### config.mk
export PLATFORM = sky130hd
export DESIGN_NAME = sorted_key_table
export DESIGN_NICKNAME = d
export VERILOG_FILES = /design/src/skt_pkg.sv /design/src/sorted_key_table.sv /design/src/skt_front.sv /design/src/skt_queue.sv /design/src/skt_back.sv
export SDC_FILE = /design/constraint.sdc
export NUM_CORES = 2
export LEC_CHECK = 0
export BUFFER_PORTS_ARGS = -buffer_cell sky130_fd_sc_hd__buf_2
export CORE_MARGIN = 2
export CORE_UTILIZATION = 30
export DETAILED_ROUTE_END_ITERATION = 10
export PLACE_DENSITY = 0.41
export SLEW_MARGIN = 20
export SYNTH_ARGS = -nofsm -noshare
export SYNTH_HDL_FRONTEND = slang
export SYNTH_SLANG_ARGS = --single-unit
### constraint.sdc
create_clock -name clock -period 6.4 [get_ports clock]
set_input_delay 1.28 -clock clock [delete_from_list [all_inputs] [get_ports clock]]
set_output_delay 1.28 -clock clock [all_outputs]
set_load 0.005 [all_outputs]
### src/skt_pkg.sv
// Shared widths, codes and record types for the sorted key table.
package skt_pkg;

   localparam int KEY_W       = 16;
   localparam int NAME_W      = 4;
   localparam int POWER_W     = 10;
   localparam int LEVEL_W     = 7;
   localparam int MODE_W      = 2;
   localparam int STATUS_W    = 2;
   localparam int OCC_W       = 5;
   localparam int REQ_DATA_W  = 40;
   localparam int RSP_DATA_W  = 48;
   localparam int MAX_RESULTS = 16;
   localparam int HIT_W       = $clog2(MAX_RESULTS + 1);
   localparam int QUEUE_DEPTH = 4;
   localparam int QUEUE_AW    = $clog2(QUEUE_DEPTH);

   typedef enum logic [MODE_W-1:0] {
      MODE_INSERT = 2'd0,
      MODE_REMOVE = 2'd1,
      MODE_SEARCH = 2'd2,
      MODE_NONE   = 2'd3
   } mode_type;

   typedef enum logic [STATUS_W-1:0] {
      STATUS_OK        = 2'd0,
      STATUS_FULL      = 2'd1,
      STATUS_NOT_FOUND = 2'd2
   } status_type;

   typedef struct packed {
      logic [LEVEL_W-1:0] level;
      logic [POWER_W-1:0] power;
      logic [NAME_W-1:0]  name;
      logic [KEY_W-1:0]   key;
   } record_type;

   typedef struct packed {
      mode_type   mode;
      record_type rec;
   } op_type;

endpackage

### src/sorted_key_table.sv
// Top level of the sorted key table: front end, operation queue and table engine.
//
// The request channel (req_) carries one operation per beat: insert, remove or
// search, chosen by req_tuser. The response channel (rsp_) returns one beat
// for an insert, a remove or an unused code, and for a search one beat per
// matching record (at most sixteen) or a single not-found beat; rsp_tlast
// marks the final beat of each operation. rsp_tuser gives the status.
// Requests are registered by the front end and wait in a four-entry queue,
// so new beats are taken while the engine works or a response is stalled.
// The engine fetches an operation in its load state and executes it in the
// compare-and-shift cells in its execute state, writing the response register.
// A search emits its further hits at one beat per cycle while the receiver
// takes them. When the receiver stalls, the response register holds its beat
// and the engine waits; the queue then fills and req_tready falls. Reset
// empties the table and the queue.
module sorted_key_table import skt_pkg::*; #(
   parameter int DEPTH = 16
) (
   input  logic                  clock,
   input  logic                  reset,
   input  logic                  req_tvalid,
   output logic                  req_tready,
   // key [15:0], name_index [19:16], power [29:20], level [36:30], zero [39:37]
   input  logic [REQ_DATA_W-1:0] req_tdata,
   // mode [1:0]
   input  logic [MODE_W-1:0]     req_tuser,
   output logic                  rsp_tvalid,
   input  logic                  rsp_tready,
   // found_key [15:0], found_name [19:16], found_power [29:20],
   // found_level [36:30], occupancy [41:37], zero [47:42]
   output logic [RSP_DATA_W-1:0] rsp_tdata,
   // status [1:0]
   output logic [STATUS_W-1:0]   rsp_tuser,
   output logic                  rsp_tlast
);

   localparam int CW = $clog2(DEPTH + 1);

   logic             push_valid, push_ready, pop_valid, pop_ready;
   op_type           push_op, pop_op;
   status_type       rsp_status;
   record_type       rsp_rec;
   logic [OCC_W-1:0] rsp_occupancy;
   logic [CW-1:0]    count;

   skt_front u_front (
      .clock      (clock),
      .reset      (reset),
      .req_tvalid (req_tvalid),
      .req_tready (req_tready),
      .req_tdata  (req_tdata),
      .req_tuser  (req_tuser),
      .push_valid (push_valid),
      .push_ready (push_ready),
      .push_op    (push_op)
   );

   skt_queue u_queue (
      .clock      (clock),
      .reset      (reset),
      .push_valid (push_valid),
      .push_ready (push_ready),
      .push_op    (push_op),
      .pop_valid  (pop_valid),
      .pop_ready  (pop_ready),
      .pop_op     (pop_op)
   );

   skt_back #(
      .DEPTH (DEPTH)
   ) u_back (
      .clock         (clock),
      .reset         (reset),
      .op_valid      (pop_valid),
      .op_ready      (pop_ready),
      .op            (pop_op),
      .rsp_valid     (rsp_tvalid),
      .rsp_ready     (rsp_tready),
      .rsp_status    (rsp_status),
      .rsp_rec       (rsp_rec),
      .rsp_last      (rsp_tlast),
      .rsp_occupancy (rsp_occupancy),
      .count         (count)
   );

   assign rsp_tuser = rsp_status;
   assign rsp_tdata = {6'b0, rsp_occupancy, rsp_rec.level, rsp_rec.power,
                       rsp_rec.name, rsp_rec.key};

   a_count_bound: assert property (@(posedge clock) disable iff (reset)
      count <= CW'(DEPTH))
      else $error("record count exceeds table depth");

   a_count_step: assert property (@(posedge clock) disable iff (reset)
      !$past(reset) |-> (count == $past(count) || count == CW'($past(count) + 1'b1) ||
                         count == CW'($past(count) - 1'b1)))
      else $error("record count moved by more than one");

   a_not_found_beat: assert property (@(posedge clock) disable iff (reset)
      rsp_tvalid && rsp_tuser == STATUS_NOT_FOUND |-> rsp_tlast && rsp_tdata[36:0] == '0)
      else $error("not-found beat carries a record or is not final");

   a_full_beat: assert property (@(posedge clock) disable iff (reset)
      rsp_tvalid && rsp_tuser == STATUS_FULL |-> rsp_tlast && count == CW'(DEPTH))
      else $error("table-full status while the table has room");

endmodule

### src/skt_front.sv
// Request front end: accepts request beats, decodes them and hands them to the queue.
module skt_front import skt_pkg::*; (
   input  logic                  clock,
   input  logic                  reset,
   input  logic                  req_tvalid,
   output logic                  req_tready,
   input  logic [REQ_DATA_W-1:0] req_tdata,
   input  logic [MODE_W-1:0]     req_tuser,
   output logic                  push_valid,
   input  logic                  push_ready,
   output op_type                push_op
);

   logic   valid_ff, valid_in;
   op_type op_ff, op_in;
   logic   accept;

   assign req_tready = !valid_ff || push_ready;
   assign accept     = req_tvalid && req_tready;
   assign push_valid = valid_ff;
   assign push_op    = op_ff;

   always_comb begin
      valid_in = accept || (valid_ff && !push_ready);
      op_in    = op_ff;
      if (accept) begin
         op_in.mode    = mode_type'(req_tuser);
         op_in.rec.key = req_tdata[KEY_W-1:0];
         // Only an insert carries a payload; other operations keep it cleared.
         if (mode_type'(req_tuser) == MODE_INSERT) begin
            op_in.rec.name  = req_tdata[19:16];
            op_in.rec.power = req_tdata[29:20];
            op_in.rec.level = req_tdata[36:30];
         end else begin
            op_in.rec.name  = '0;
            op_in.rec.power = '0;
            op_in.rec.level = '0;
         end
      end
   end

   always_ff @(posedge clock) begin
      if (reset) begin
         valid_ff <= 1'b0;
      end else begin
         valid_ff <= valid_in;
      end
      op_ff <= op_in;
   end

endmodule

### src/skt_queue.sv
// Short operation queue between the front end and the table engine.
module skt_queue import skt_pkg::*; (
   input  logic   clock,
   input  logic   reset,
   input  logic   push_valid,
   output logic   push_ready,
   input  op_type push_op,
   output logic   pop_valid,
   input  logic   pop_ready,
   output op_type pop_op
);

   op_type              mem_ff [QUEUE_DEPTH];
   logic [QUEUE_AW-1:0] wptr_ff, wptr_in;
   logic [QUEUE_AW-1:0] rptr_ff, rptr_in;
   logic [QUEUE_AW:0]   fill_ff, fill_in;
   logic                do_push, do_pop;

   assign push_ready = fill_ff != (QUEUE_AW+1)'(QUEUE_DEPTH);
   assign pop_valid  = fill_ff != '0;
   assign pop_op     = mem_ff[rptr_ff];
   assign do_push    = push_valid && push_ready;
   assign do_pop     = pop_valid && pop_ready;

   always_comb begin
      wptr_in = do_push ? QUEUE_AW'(wptr_ff + 1'b1) : wptr_ff;
      rptr_in = do_pop ? QUEUE_AW'(rptr_ff + 1'b1) : rptr_ff;
      fill_in = fill_ff;
      if (do_push && !do_pop) begin
         fill_in = (QUEUE_AW+1)'(fill_ff + 1'b1);
      end else if (do_pop && !do_push) begin
         fill_in = (QUEUE_AW+1)'(fill_ff - 1'b1);
      end
   end

   always_ff @(posedge clock) begin
      if (reset) begin
         wptr_ff <= '0;
         rptr_ff <= '0;
         fill_ff <= '0;
      end else begin
         wptr_ff <= wptr_in;
         rptr_ff <= rptr_in;
         fill_ff <= fill_in;
      end
   end

   always_ff @(posedge clock) begin
      if (do_push) begin
         mem_ff[wptr_ff] <= push_op;
      end
   end

endmodule

### src/skt_back.sv
// Table engine: compare-and-shift record cells, operation sequencer and response register.
module skt_back import skt_pkg::*; #(
   parameter int DEPTH = 16,
   parameter int CW    = $clog2(DEPTH + 1)
) (
   input  logic             clock,
   input  logic             reset,
   input  logic             op_valid,
   output logic             op_ready,
   input  op_type           op,
   output logic             rsp_valid,
   input  logic             rsp_ready,
   output status_type       rsp_status,
   output record_type       rsp_rec,
   output logic             rsp_last,
   output logic [OCC_W-1:0] rsp_occupancy,
   output logic [CW-1:0]    count
);

   typedef enum logic [1:0] {
      ST_LOAD,
      ST_EXEC,
      ST_SEARCH
   } state_type;

   state_type        state_ff, state_in;
   op_type           op_ff, op_in;
   logic [CW-1:0]    count_ff, count_in;
   logic [DEPTH-1:0] sel_ff, sel_in;
   logic [HIT_W-1:0] hits_ff, hits_in;
   logic             rsp_valid_ff, rsp_valid_in;
   status_type       rsp_status_ff, rsp_status_in;
   record_type       rsp_rec_ff, rsp_rec_in;
   logic             rsp_last_ff, rsp_last_in;
   logic [OCC_W-1:0] rsp_occ_ff, rsp_occ_in;
   record_type       cells_ff [DEPTH];
   record_type       cells_in [DEPTH];

   logic [DEPTH-1:0] lt, eq, start, first_hit, pick, next_mask;
   logic             found, out_free, last_hit;
   record_type       pick_rec;

   assign rsp_valid     = rsp_valid_ff;
   assign rsp_status    = rsp_status_ff;
   assign rsp_rec       = rsp_rec_ff;
   assign rsp_last      = rsp_last_ff;
   assign rsp_occupancy = rsp_occ_ff;
   assign count         = count_ff;

   always_comb begin
      for (int i = 0; i < DEPTH; i++) begin
         lt[i] = (CW'(i) < count_ff) && (cells_ff[i].key < op_ff.rec.key);
         eq[i] = (CW'(i) < count_ff) && (cells_ff[i].key == op_ff.rec.key);
      end
      // The table is sorted, so the cells below the key form a prefix and
      // the matching cells form one run that starts where that prefix ends.
      start[0] = !lt[0];
      for (int i = 1; i < DEPTH; i++) begin
         start[i] = !lt[i] && lt[i-1];
      end
      first_hit = start & eq;
      found     = |eq;
      out_free  = !rsp_valid_ff || rsp_ready;
      pick      = (state_ff == ST_EXEC) ? first_hit : sel_ff;
      next_mask = (pick << 1) & eq;
      pick_rec  = '0;
      for (int i = 0; i < DEPTH; i++) begin
         if (pick[i]) begin
            pick_rec = record_type'(pick_rec | cells_ff[i]);
         end
      end

      state_in      = state_ff;
      op_in         = op_ff;
      count_in      = count_ff;
      sel_in        = sel_ff;
      hits_in       = hits_ff;
      cells_in      = cells_ff;
      rsp_valid_in  = rsp_valid_ff && !rsp_ready;
      rsp_status_in = rsp_status_ff;
      rsp_rec_in    = rsp_rec_ff;
      rsp_last_in   = rsp_last_ff;
      rsp_occ_in    = rsp_occ_ff;
      op_ready      = 1'b0;
      last_hit      = 1'b1;

      unique case (state_ff)
         ST_LOAD: begin
            op_ready = 1'b1;
            if (op_valid) begin
               op_in    = op;
               state_in = ST_EXEC;
            end
         end
         ST_EXEC: begin
            if (out_free) begin
               rsp_valid_in  = 1'b1;
               rsp_last_in   = 1'b1;
               rsp_rec_in    = '0;
               rsp_status_in = STATUS_OK;
               state_in      = ST_LOAD;
               unique case (op_ff.mode)
                  MODE_INSERT: begin
                     if (count_ff == CW'(DEPTH)) begin
                        rsp_status_in = STATUS_FULL;
                     end else begin
                        for (int i = 0; i < DEPTH; i++) begin
                           if (start[i]) begin
                              cells_in[i] = op_ff.rec;
                           end
                        end
                        for (int i = 1; i < DEPTH; i++) begin
                           if (!lt[i] && !start[i]) begin
                              cells_in[i] = cells_ff[i-1];
                           end
                        end
                        count_in = CW'(count_ff + 1'b1);
                     end
                  end
                  MODE_REMOVE: begin
                     if (found) begin
                        for (int i = 0; i < DEPTH - 1; i++) begin
                           if (!lt[i]) begin
                              cells_in[i] = cells_ff[i+1];
                           end
                        end
                        count_in = CW'(count_ff - 1'b1);
                     end else begin
                        rsp_status_in = STATUS_NOT_FOUND;
                     end
                  end
                  MODE_SEARCH: begin
                     if (found) begin
                        rsp_rec_in  = pick_rec;
                        hits_in     = HIT_W'(1);
                        last_hit    = (next_mask == '0) || (hits_in == HIT_W'(MAX_RESULTS));
                        rsp_last_in = last_hit;
                        if (!last_hit) begin
                           sel_in   = next_mask;
                           state_in = ST_SEARCH;
                        end
                     end else begin
                        rsp_status_in = STATUS_NOT_FOUND;
                     end
                  end
                  default: begin
                  end
               endcase
               rsp_occ_in = OCC_W'(count_in);
            end
         end
         ST_SEARCH: begin
            if (out_free) begin
               rsp_valid_in  = 1'b1;
               rsp_status_in = STATUS_OK;
               rsp_rec_in    = pick_rec;
               rsp_occ_in    = OCC_W'(count_ff);
               hits_in       = HIT_W'(hits_ff + 1'b1);
               last_hit      = (next_mask == '0) || (hits_in == HIT_W'(MAX_RESULTS));
               rsp_last_in   = last_hit;
               sel_in        = next_mask;
               if (last_hit) begin
                  state_in = ST_LOAD;
               end
            end
         end
         default: begin
            state_in = ST_LOAD;
         end
      endcase
   end

   always_ff @(posedge clock) begin
      if (reset) begin
         state_ff     <= ST_LOAD;
         count_ff     <= '0;
         rsp_valid_ff <= 1'b0;
      end else begin
         state_ff     <= state_in;
         count_ff     <= count_in;
         rsp_valid_ff <= rsp_valid_in;
      end
      op_ff         <= op_in;
      sel_ff        <= sel_in;
      hits_ff       <= hits_in;
      rsp_status_ff <= rsp_status_in;
      rsp_rec_ff    <= rsp_rec_in;
      rsp_last_ff   <= rsp_last_in;
      rsp_occ_ff    <= rsp_occ_in;
   end

   always_ff @(posedge clock) begin
      cells_ff <= cells_in;
   end

endmodule
Yosys cells after proc, flatten, opt, wreduce, memory -nomap -nowiden

Memories as Yosys holds them, arrays and structs flattened. A register that Yosys moved wholly into a read port is not among the register bits.
Index checks and enable logic that the tools add are counted.

Flip-flop bits (word level): 713
Bits in writable memories: 156
Input bits: 46
Output and inout bits: 53
Word-level logic and storage cells: 463
Memories kept: 1

Add/subtract/negate cells: 7
Magnitude comparators: 32
Eq/ne operators: 62
Mux-type cells: 114
Bitwise logic cells: 18
Reductions and logical operators: 144

Memories:

| name           | depth | bits a word | rd ports | clocked after Yosys merged registers in | write ports | line            | RTL |
|---|---|---|---|---|---|---|---|
| u_queue.mem_ff | 4     | 39          | 1        | 1                                       | 1           | skt_queue.sv:13 | `op_type mem_ff [QUEUE_DEPTH];` |

Operators by type and width:

| kind                                                                     | number |
|---|---|
| 37-bit two-way mux                                                       | 66 |
| 555-bit one-hot mux with 2 select lines                                  | 1 |
| 592-bit two-way mux                                                      | 1 |
| 555-bit two-way mux                                                      | 1 |
| 37-bit OR                                                                | 15 |
| 16-bit == test                                                           | 16 |
| 16-bit < comparator                                                      | 16 |
| 7-bit AND reduction                                                      | 15 |
| 16-bit two-way mux                                                       | 6 |
| 37-bit one-hot mux with 2 select lines                                   | 1 |
| 1-bit logical AND                                                        | 69 |
| 3-bit by 1-bit inequality test with 1-bit output (second input constant) | 14 |
| 4-bit by 5-bit < comparator with 1-bit output (first input constant)     | 8 |
| 5-bit two-way mux                                                        | 8 |
| 2-bit inequality test (second input constant)                            | 20 |
| 1-bit logical NOT                                                        | 37 |
| 16-bit bitwise AND                                                       | 2 |
| 16-bit one-hot mux with 2 select lines                                   | 1 |
| 5-bit one-hot mux with 2 select lines                                    | 3 |
| 3-bit by 5-bit < comparator with 1-bit output (first input constant)     | 4 |
| 2-bit two-way mux                                                        | 10 |
| 16-bit logical NOT                                                       | 1 |
| 16-bit OR reduction                                                      | 1 |
| 5-bit by 1-bit adder with 5-bit output (second input constant)           | 2 |
| other kinds (27)                                                         | 59 |

Depth between registers and ports, before layout

Depth in word-level cells: 41
Mapped depth: 14
Depth with buffers taken out: 11

By module

Synthesis repeated with hierarchy kept, for this count alone.

Cells, all modules: 4338
Area total of the unflattened synthesis: 50398.3 µm²

By module, submodules not included:

| module           | times used | cells each | area each (µm²) | seq. area each (µm²) |
|---|---|---|---|---|
| skt_back         | 1          | 4012       | 42873.6         | 21060.2 |
| skt_queue        | 1          | 251        | 6083.3          | 4864.7 |
| skt_front        | 1          | 68         | 1392.6          | 1191.1 |
| sorted_key_table | 1          | 7          | 48.8            | 0.0 |

Least setup slack after synthesis

OpenSTA, ideal clock, no wires.

Path kind: register to register
Start: register u_back.op_ff[13] (netlist bit)
End: register u_back.cells_ff[444] (netlist bit) (enable)
Setup time: 0.444 ns
Arrival: 4.526 ns
Setup slack: 1.430 ns
Cell stages (with the launch flop): 11
Clock period less this slack: 4.970 ns
Cells stage by stage: edfxtp_1 -> inv_1 -> ha_1 -> nand4_1 -> or2_2 -> or4_4 -> nand4_1 -> nor4_2 -> a21oi_1 -> nand2_1 -> a21oi_1

Cells in the longest elaborated chain, start to end: 8
Elaborated cells between the ends (all ways): 45
Classes of those cells: 2 x order compare; 19 x eq/ne; 24 x reduce/logical

RTL lines:

| what                                                              | line                            | RTL |
|---|---|---|
| start, declared                                                   | skt_back.sv:27                  | `op_type op_ff, op_in;` |
| start signal, assigned                                            | skt_back.sv:183                 | `op_ff <= op_in;` |
| 16-bit < comparator                                               | skt_back.sv:52                  | `lt[i] = (CW'(i) < count_ff) && (cells_ff[i].key < op_ff.rec.key);` |
| 1-bit logical AND                                                 | skt_back.sv:52                  |  |
| 1-bit logical NOT                                                 | skt_back.sv:59, skt_back.sv:113 |  |
| 1-bit logical AND                                                 | skt_back.sv:59                  | `start[i] = !lt[i] && lt[i-1];` |
| 1-bit logical NOT                                                 | skt_back.sv:113                 | `if (!lt[i] && !start[i]) begin` |
| 1-bit logical AND                                                 | skt_back.sv:113                 |  |
| 3-bit by 1-bit inequality test with 1-bit output (no source line) | n/a                             |  |
| 7-bit AND reduction (no source line) (*)                          | n/a                             |  |
| end signal, assigned                                              | skt_back.sv:193                 | `cells_ff <= cells_in;` |
| end, declared                                                     | skt_back.sv:36                  | `record_type cells_ff [DEPTH];` |

Mark *: on every way between the ends. The rest lies on a longest branch, timed or not.
A chain may end at the register's enable or synchronous reset.

Worst setup path in the final report

Start: register u_back.op_ff[12] (netlist bit)
End: register u_back.cells_ff[200] (netlist bit) (enable)

The elaborated chain is that of the path after synthesis.

==> results.yml <==
run_status:
  status: "finished, final reports clean"
timing:
  maxSlewViolCount: 0
  fin_crit_sh_pct: 89.6
  tns_ns: 0
  max_slew_margin_pct: 22.9
  finClkSkew_ns: 0.0507
  fin_crit_ns: 5.74
  fin_hold_ws_ns: 0.499
  setup_violations: 0
  worst_pin_slew_ns: 1.15
  hold_viol_final: 0
  worst_slack_ns: 0.663
  rsz0062_at_grt: "false"
  fmax_ghz: 0.174
pwr:
  power_density_nw_per_um2: 510
  finalPower_w: 0.0300
  p_leak_nw: 19.5
  p_sw_share_pct: 44.5
  comb_power_share_pct: 41.4
  p_seq_share_pct: 37.4
  p_sw_w: 0.0133
  power_frac_clock_pct: 21.2
  p_int_w: 0.0166
  peakVddDrop_uv: 329
worst_setup_path:
  cp-start-kind: "flop"
  cp.arrival_ns: 6.10
  worst_setup_path_end_kind: "flop"
  critPathMaxFanout: 18
  cp.required_ns: 6.77
  critical_path_class: "flop to flop"
  rrSetupSlack_ns: 0.66
synthesis:
  synth_top_area_share_pct: 52.2
  yosysSeqAreaShare_pct: 52.8
  synth_edf_count: 891
  ys_top_cells_by_area: "edfxtp_1, mux2i_1, ha_1"
  synthArstFlopShare_pct: 0
  ys_ff_latch: 907
  ys.flop_type: "edfxtp_1"
  synth.distinct_cells: 90
  synthesis.area_um2: 51200
  synth_area_leader_cell: "edfxtp_1"
  yosys_warnings: 0
  synth_cells: 4526
  postSynthAreaPerCell_um2: 11.3
grt:
  antenna_found_initial: 6
  grt_pass1_wl_um: 312000
  grt_pass1_vias: 38900
  overflow: 0
  grt_max_degree: 178
  grt_use_total_pct: 25.2
placed_design:
  post-place-ws_ns: 1.06
  dp_hpwl_um: 141000
  portBuffers: 89
  gp_congestion: 0.989
floorplan:
  io_pins: 99
  fp-row-count: 151
  initial_core_util_pct: 30.2
  die_area_um2: 174000
  core_area_um2: 169000
  die_h_um: 417
  die_w_um: 417
worst_hold_path:
  worst_hold_path_type: "flop to flop"
detailed_routing:
  ant_nets: 0
  wirelength_um: 226000
  drt_iter0_markers: 5074
  vias: 40400
  avgRoutedWirePerCell_um: 32.8
  via_per_inst: 5.87
  drc: 0
  drt_first_pass_iters: 8
final_layout:
  multi_input_area_um2: 22900
  finalNetCount: 4882
  drive_gt1_share_pct: 11.9
  synthToLayoutAreaGrowth_pct: 14.6
  final_util_pct: 34.6
  layout.area.seq_um2: 27100
  fillCellCount: 16800
clock_network:
  cts_tree: "yes"
  clock_sinks: 907
  cts_inserted_buffers: 111
  root_buffer: "clkbuf_16"
  clk_latency_ns: 0.77
  cts_resized: 0
  cts_max_path_buffers: 3
  post_cts_buffers: 0
  path_clk_slew_ns: 0.06
  ctsHoldBuffers: 0
  htree_levels: 3
flow_run:
  cap_violations: 0
kinds of logic after synthesis:
group                      share of synthesized area, %
AOI/OAI and AO/OA                                  14.9
xor gates and xnor gates                          0.137
adders and majority gates                          6.71
buffers and inverters                              3.31
DFF                                                52.8
muxes                                              12.1
other                                           0.00732
and+or+nand+nor                                    9.96
power by group through the flow:
stage | combinational [W] | clock, W | sequential, W
after floorplan | 0.00730 | 0 | 0.0101
after global placement | 0.0121 | 0 | 0.0112
after detailed placement | 0.0122 | 0 | 0.0112
after CTS | 0.0123 | 0.00650 | 0.0111
after global routing | 0.0134 | 0.00670 | 0.0113
final | 0.0124 | 0.00636 | 0.0112
critical path, stage by stage, from the launching register on:
cell and delay [ns]:
edfxtp_1 0.71, inv_1 0.54, ha_1 0.46, nand4_1 0.33, nor4_1 0.98, nand2_1 0.33, nand3_1 0.21, nor4_2 0.09
buf_4 0.16, a21oi_1 0.44, nand2_1 0.09, buf_4 0.28, nor2_4 0.15, buf_4 0.52
area by class of cell:
cell class / instances / share of cell area [%]
flip-flops and latches: 907 / 46.1
well taps: 2218 / 4.73
diodes: 2 / 0.00852
repair buffers: 246 / 3.62
multi-input cells: 3224 / 39.0
clock inverters: 61 / 0.991
inverters: 72 / 0.460
clock buffers: 150 / 5.07
cells in the mapped netlist, types with 4 or more instances:
library cell and number:
a2111oi_0 19, a211o_1 6, a211oi_1 36, a21boi_0 8, a21o_1 23, a21oi_1 154
a221oi_1 48, a222oi_1 17, a22o_1 83, a22oi_1 134, a31o_2 4, a31oi_1 27
and2_1 51, and3_1 15, buf_1 9, buf_2 94, buf_4 16, clkbuf_1 206
dfxtp_1 16, edfxtp_1 891, ha_1 273, inv_1 72, mux2_2 37, mux2i_1 492
mux4_2 39, nand2_1 746, nand2b_1 12, nand3_1 73, nand4_1 69, nand4b_1 4
nor2_1 88, nor2b_1 22, nor3_1 31, nor4_1 12, nor4_2 4, o2111ai_1 4
o211a_1 5, o211ai_1 13, o21ai_0 581, o31ai_1 6, or3_1 9, xnor2_1 4
xor2_1 4
layer usage:
layer / track usage (%) / up-vias / part of all wire (%)
li1: - / 17400 / -
met1: 36.0 / 20900 / 45
met2: 39.1 / 1749 / 45
met3: 3.91 / 361 / 7.1
met4: 7.79 / 0 / 3.0
met5: 0 / - / 0
worst paths after layout:
path / cells after the start / start / end
setup / recovery: 13 / u_back.op_ff[12] / u_back.cells_ff[200]
hold / removal: 0 / u_front.push_op[35] / u_queue.mem_ff[2][35]
setup reg to reg: 13 / u_back.op_ff[12] / u_back.cells_ff[200]
hold reg to reg: 0 / u_front.push_op[35] / u_queue.mem_ff[2][35]
flip-flops by register name, summed over array words and instances, names as in the netlist:
| signal | flops |
|---|---|
| u_back.rsp_status | 2 |
| u_queue.wptr_ff | 2 |
| u_front.push_op | 39 |
| u_back.sel_ff | 15 |
| u_back.op_ff | 39 |
| u_back.rsp_last | 1 |
| u_back.rsp_occupancy | 5 |
| u_back.count | 5 |
| u_queue.fill_ff | 3 |
| u_back.state_ff | 2 |
| u_back.rsp_valid | 1 |
| u_front.push_valid | 1 |
| u_queue.mem_ff | 156 |
| u_back.hits_ff | 5 |
| u_queue.rptr_ff | 2 |
| u_back.rsp_rec | 37 |
| u_back.cells_ff | 592 |
metrics by stage:
stage,area (µm²),std cells
2_1_floorplan,51300,4531
3_3_place_gp,55200,6667
3_5_place_dp,55200,6667
4_1_cts,58700,6878
5_1_grt,58700,6878
6_report,58700,6880
placed cells by master (no fill, tap or decap), types with 10 or more instances in the layout:
master / Yosys / final
o21ai_0: 581 / 581
mux4_2: 39 / 39
nor2_4: 0 / 11
nand4_1: 69 / 69
nand2_4: 0 / 10
buf_12: 0 / 40
nor2b_1: 22 / 20
and3_1: 15 / 10
buf_2: 94 / 89
a21o_1: 23 / 23
edfxtp_1: 891 / 891
clkinv_2: 0 / 15
mux2_2: 37 / 37
a21oi_1: 154 / 153
nor3_1: 31 / 29
ha_1: 273 / 272
a22o_1: 83 / 83
mux2i_1: 492 / 492
clkinv_1: 0 / 24
nand2_1: 746 / 736
clkbuf_16: 0 / 111
clkbuf_1: 206 / 34
inv_1: 72 / 70
nand3_1: 73 / 73
a222oi_1: 17 / 17
a2111oi_0: 19 / 19
a31oi_1: 27 / 26
nor2_1: 88 / 77
a22oi_1: 134 / 134
and2_1: 51 / 47
a221oi_1: 48 / 48
nor4_1: 12 / 12
a211oi_1: 36 / 36
buf_4: 16 / 117
dfxtp_1: 16 / 14
o211ai_1: 13 / 13
Note: power is estimated with default switching activity, not from simulation.
